### src/rtl/ksp_pkg.sv
`timescale 1ns / 1ps

package ksp_pkg;

    localparam int KEY_W    = 56;
    localparam int OP_W     = 2;
    localparam int STATUS_W = 2;
    localparam int SLOT_W   = 9;
    localparam int POOL_W   = 5;

    localparam int DEF_POOL_COUNT     = 32;
    localparam int DEF_SLOTS_PER_POOL = 16;

    localparam logic [OP_W-1:0] OP_ALLOC  = 2'd0;
    localparam logic [OP_W-1:0] OP_LOOKUP = 2'd1;
    localparam logic [OP_W-1:0] OP_FREE   = 2'd2;

    typedef enum logic [STATUS_W-1:0] {
        ST_OK        = 2'd0,
        ST_NOT_FOUND = 2'd1,
        ST_FULL      = 2'd2
    } t_status;

    typedef struct packed {
        logic clear_wr;
        logic start;
        logic issue;
        logic hit_take;
        logic pend_miss;
        logic load_out;
    } t_ctrl_cmd;

    typedef struct packed {
        logic addr_last;
        logic issue_done;
        logic hit;
        logic scan_end;
        logic out_free;
    } t_dp_stat;

endpackage

### src/rtl/ksp_ctrl.sv
`timescale 1ns / 1ps

module ksp_ctrl (
    input  logic                         i_clk,
    input  logic                         i_rst_n,
    input  logic                         i_in_valid,
    input  logic [ksp_pkg::OP_W-1:0]     i_opcode,
    output logic                         o_in_stall,
    input  ksp_pkg::t_dp_stat            i_stat,
    output ksp_pkg::t_ctrl_cmd           o_cmd
);

    typedef enum logic [2:0] {
        S_CLEAR,
        S_IDLE,
        S_SCAN,
        S_NOP,
        S_FINISH
    } t_state;

    t_state r_state;
    t_state n_state;
    logic   op_valid;

    assign op_valid = (i_opcode == ksp_pkg::OP_ALLOC) || (i_opcode == ksp_pkg::OP_LOOKUP)
                   || (i_opcode == ksp_pkg::OP_FREE);

    always_comb begin
        n_state = r_state;
        o_cmd   = '0;
        unique case (r_state)
            S_CLEAR: begin
                o_cmd.clear_wr = 1'b1;
                if (i_stat.addr_last) begin
                    n_state = S_IDLE;
                end
            end
            S_IDLE: begin
                if (i_in_valid) begin
                    o_cmd.start = 1'b1;
                    n_state     = op_valid ? S_SCAN : S_NOP;
                end
            end
            S_SCAN: begin
                o_cmd.issue = !i_stat.issue_done;
                priority if (i_stat.hit) begin
                    o_cmd.hit_take = 1'b1;
                    n_state        = S_FINISH;
                end else if (i_stat.scan_end) begin
                    o_cmd.pend_miss = 1'b1;
                    n_state         = S_FINISH;
                end
            end
            S_NOP: begin
                o_cmd.pend_miss = 1'b1;
                n_state         = S_FINISH;
            end
            S_FINISH: begin
                if (i_stat.out_free) begin
                    o_cmd.load_out = 1'b1;
                    n_state        = S_IDLE;
                end
            end
            default: begin
                n_state = S_IDLE;
            end
        endcase
    end

    always_ff @(posedge i_clk) begin
        if (!i_rst_n) begin
            r_state <= S_CLEAR;
        end else begin
            r_state <= n_state;
        end
    end

    assign o_in_stall = (r_state != S_IDLE);

endmodule

### config.mk
export PLATFORM = sky130hd
export DESIGN_NAME = ksp_ctrl
export DESIGN_NICKNAME = d
export VERILOG_FILES = /design/src/rtl/ksp_pkg.sv /design/src/rtl/ksp_ctrl.sv
export SDC_FILE = /design/constraint.sdc
export NUM_CORES = 1
export LEC_CHECK = 0
export BUFFER_PORTS_ARGS = -buffer_cell sky130_fd_sc_hd__buf_4
export CORE_AREA = 5 5 42 44
export CTS_CLUSTER_DIAMETER = 40
export CTS_CLUSTER_SIZE = 14
export DETAILED_ROUTE_END_ITERATION = 10
export DIE_AREA = 0 0 47 49
export GPL_TIMING_DRIVEN = 0
export PLACE_DENSITY = 0.46
export SETUP_SLACK_MARGIN = 0.5
export SYNTH_ARGS = -nofsm -noshare
export SYNTH_HDL_FRONTEND = slang
export SYNTH_SLANG_ARGS = --single-unit
export TNS_END_PERCENT = 50
### constraint.sdc
create_clock -name i_clk -period 2 [get_ports i_clk]
set_clock_uncertainty 0.1 [all_clocks]
set_input_delay 0.2 -clock i_clk [delete_from_list [all_inputs] [get_ports i_clk]]
set_output_delay 0.2 -clock i_clk [all_outputs]
set_load 0.02 [all_outputs]
## Yosys cells after proc, flatten, opt, wreduce, memory -nomap -nowiden

Cells that the tools add are included.
W data, S select, Z words.

- Register bits after elaboration: 3
- Word-level logic and storage cells: 35

- Equal/unequal tests: 11
- Mux-type cells: 17
- Reductions and logical operators: 6

Operator list:

| cell | number |
|---|---|
| $mux W3 | 5 |
| $pmux W3 S5 | 1 |
| $mux W1 | 9 |
| $eq A3 B2 Y1 const B | 2 |
| $ne A2 B2 Y1 const B | 3 |
| $reduce_and A4 Y1 | 1 |
| $eq A3 B1 Y1 const B | 1 |
| $eq A3 B3 Y1 const B | 1 |
| $logic_not A3 Y1 | 1 |
| $ne A3 B1 Y1 const B | 1 |
| $ne A3 B3 Y1 const B | 1 |
| $eq A2 B1 Y1 const B | 1 |
| $eq A2 B2 Y1 const B | 1 |
| $logic_not A2 Y1 | 1 |
| $logic_or A1 B1 Y1 | 2 |
| $mux W2 | 1 |
| $pmux W1 S2 | 1 |
| $logic_not A1 Y1 | 1 |

## Longest topological paths before layout

- Depth in word-level cells: 6
- Gate-level depth with buffers: 4
- Mapped depth without buffers: 3

## Worst setup path after synthesis

No wires, ideal clock.

- Path kind: reg2out
- Start point: register r_state[0]
- End point: output port o_cmd[0] (netlist name)
- Arrival: 1168 ps
- Slack: 532 ps
- Cell stages (with the launch flop): 3
- Buffers on the path: 1
- Path through: dfxtp_1 > buf_6 > nor4bb_1

RTL lines:

| item | line | RTL |
|---|---|---|
| start, declared | ksp_ctrl.sv:21 | `t_state r_state;` |
| start signal, assigned | ksp_ctrl.sv:74 | `r_state <= n_state;` |
| end, declared | ksp_ctrl.sv:10 | `output ksp_pkg::t_ctrl_cmd o_cmd` |

==> results.sh <==
export IMPL_stdcell_area_um2=405
export IMPL_status="finished clean"
export IMPL_finalHoldViolations=0
export IMPL_crit_path_top_delay_cell="dfxtp_1"
export IMPL_min_from="i_rst_n"
export IMPL_clkSinkCount=3
export IMPL_syn_area_um2=230
export IMPL_fin_tns_setup_ps=0
export IMPL_hp_class="input pin to flop"
export IMPL_holdPathStages=2
export IMPL_multi_input_area_um2=163
export IMPL_finalSetupViolations=0
export IMPL_areaGrowthSynthToFinish_pct=76.1
export IMPL_synth_area_per_cell_um2=8.53
export IMPL_remaining_drc_errors=0
export IMPL_fin_crit_sh_pct=72.2
export IMPL_cp_slowest_stage_delay_ps=330
export IMPL_ioPinCount=17
export IMPL_antenna_found_initial=0
export IMPL_yosys_register_bits=3
export IMPL_regMostFlops="r_state"
export IMPL_place_area_um2=370
export IMPL_synth_common_cells="3 x dfxtp_1, 3 x nor2_1, 3 x nor3_1"
export IMPL_dp_worst_setup_slack_ps=743
export IMPL_cap_violations=0
export IMPL_nFillCells=165
export IMPL_cts_tree="built"
export IMPL_root_buffer="clkbuf_4"
export IMPL_synth_largest_area_cell="dfxtp_1"
export IMPL_cts_path_max_buffers=2
export IMPL_drive_gt1_share_pct=57.4
export IMPL_start_kind="flop"
export IMPL_seqCellArea_um2=61.3
export IMPL_die_h_um=49
export IMPL_powerDensity_mw_per_mm2=613
export IMPL_syn_inst=27
export IMPL_nNetsFinal=58
export IMPL_wirelength_um=627
export IMPL_max_slew_worst_pin_slew_ps=246
export IMPL_place_gp_congestion=0.612
export IMPL_ys_flop_type="dfxtp_1"
export IMPL_cts_max_level=1
export IMPL_rsz0062_at_grt="true"
export IMPL_diodes=0
export IMPL_ff2ff_path_depth=3
export IMPL_arrival_ps=1140
export IMPL_cp_buffers_inverters=2
export IMPL_die_w_um=47
export IMPL_sw_frac_of_total_pct=28.3
export IMPL_grt_pass1_wl_mm=1.11
export IMPL_synth_edff_count=0
export IMPL_maxSlewHeadroom_pct=83.5
export IMPL_largest_reg_flops=3
export IMPL_antenna_left=0
export IMPL_grt_pass1_vias=274
export IMPL_grt_usage_pct=6.97
export IMPL_critPathTopFamily="buffers and inverters"
export IMPL_synth_top_area_share_pct=26.1
export IMPL_yosys_warnings=0
export IMPL_gr_total_overflow=0
export IMPL_end_kind="output port"
export IMPL_worstPathRequired_ps=1700
export IMPL_std_cell_rows=14
export IMPL_power_frac_clock_pct=42.6
export IMPL_grt_max_degree=11
export IMPL_synth_nets=37
export IMPL_leakagePower_nw=0.182
export IMPL_holdPathEnd="r_state[2]"
export IMPL_routedWlPerCell_um=9.95
export IMPL_vias=266
export IMPL_synth_async_reset_ratio_pct=0
export IMPL_io_buffer_count=16
export IMPL_postCtsSetupBuffers=0
export IMPL_p_sw_mw=0.0704
export IMPL_dr_pass1_iters=2
export IMPL_avgViaCountPerCell=4.22
export IMPL_p_seq_share_pct=28.2
export IMPL_regToRegEndpoint="r_state[0]"
export IMPL_start_util_pct=16.4
export IMPL_reg2reg_slack_ps=900
export IMPL_fmax_mhz=693
export IMPL_ys_seq_area_share_pct=26.1
export IMPL_crit_chain="buf_6 > nor4bb_1 > buf_4"
export IMPL_clk_pin_slew_ps=40
export IMPL_synth_distinct_cells=18
export IMPL_clk_latency_ps=230
export IMPL_drt_iter0_markers=2
export IMPL_utilization_pct=28.9
export IMPL_pwr_share_comb_pct=29.2
export IMPL_internal_power_mw=0.178
export IMPL_worstSetupPathType="flop to output port"
export IMPL_max_vdd_ir_drop_uv=235
export IMPL_dp_hpwl_um=515
export IMPL_die_area_mm2=0.00230
export IMPL_core_mm2=0.00140
export IMPL_synthTopCellsByArea="dfxtp_1 26%, nor3_1 6.5%, a311oi_2 6.5%"
export IMPL_slew_violations=0
export IMPL_worst_slack_ps=557
export IMPL_reg_top3="r_state x3"
export IMPL_r2r_start="r_state[2]"
export IMPL_path_max_fanout=10
export IMPL_min_period_ps=1440
export IMPL_cts_buffers=3
-- stage by stage --
stage,power [mW],cells,hold slack [ps]
after global routing,0.271,63,105
after floorplan,0.110,27,218
final,0.249,63,92.2
after detailed placement,0.143,59,334
after CTS,0.256,63,87.1
after global placement,0.143,59,335
-- power groups by stage --
stage	combinational, mW	clock [mW]	sequential, mW
finish	0.0726	0.106	0.0701
global route	0.0801	0.120	0.0712
CTS	0.0731	0.113	0.0697
detailed placement	0.0730	0	0.0704
global placement	0.0728	0	0.0704
floorplan	0.0409	0	0.0691
-- placed cells by master (no fill, tap or decap) --
| cell type | instances |
|---|---|
| nor2_1 | 3 |
| buf_4 | 16 |
| dfxtp_1 | 2 |
| clkbuf_4 | 3 |
| and3_1 | 1 |
| nor3b_2 | 1 |
| a21oi_1 | 2 |
| dfxtp_2 | 1 |
| nor3_1 | 3 |
| and3b_1 | 1 |
| inv_1 | 1 |
| buf_6 | 1 |
| a311oi_2 | 1 |
| nand2_1 | 2 |
| nor2_2 | 1 |
| clkbuf_1 | 1 |
| nor3_2 | 1 |
| nor2b_1 | 1 |
| nand2b_4 | 1 |
| o21a_1 | 2 |
| nor4b_2 | 1 |
| nor4bb_1 | 1 |
-- worst register-to-register path, cell delays in order (launching register included) --
cell and delay, ps:
dfxtp_1 430, nor4b_2 280, nor2b_1 80, o21a_1 100
-- per-layer routing --
layer	routed length, um	track usage [%]	vias to the layer above
li1	-	-	138
met1	216	7.25	124
met2	375	10.2	4
met3	36	2.21	0
met4	0	6.91	0
met5	0	0	-
-- cells by family (layout without fill, tap and decap cells) --
group,after synthesis,in the layout,share of synthesized area [%]
simple gates,17,17,50.0
buf+inv,2,22,6.52
compound gates,5,5,17.4
flops,3,3,26.1
-- cell type report --
cell class / instances / area share, %
Multi-Input combinational cell: 22 / 40.1
Timing Repair Buffer: 16 / 29.6
Tap cell: 16 / 4.94
Inverter: 1 / 0.926
Sequential cell: 3 / 15.1
Buffer: 1 / 2.78
Clock buffer: 4 / 6.48
-- worst max-delay path by stage --
stage                     startpoint       end  slack [ps]  depth (start not counted)
after floorplan           r_state[0]  o_cmd[0]         530                          2
after global placement    r_state[1]  o_cmd[3]         730                          3
after detailed placement  r_state[1]  o_cmd[2]         740                          3
after CTS                 r_state[0]  o_cmd[0]         540                          3
after global routing      r_state[0]  o_cmd[0]         480                          3
final                     r_state[0]  o_cmd[0]         560                          3
-- repair_timing --
item	in CTS	in global routing
cloned	0	0
setup endpoints to repair	2	3
hold buffers	0	0
resized for setup	1	1
(Power assumes the default switching activity.)
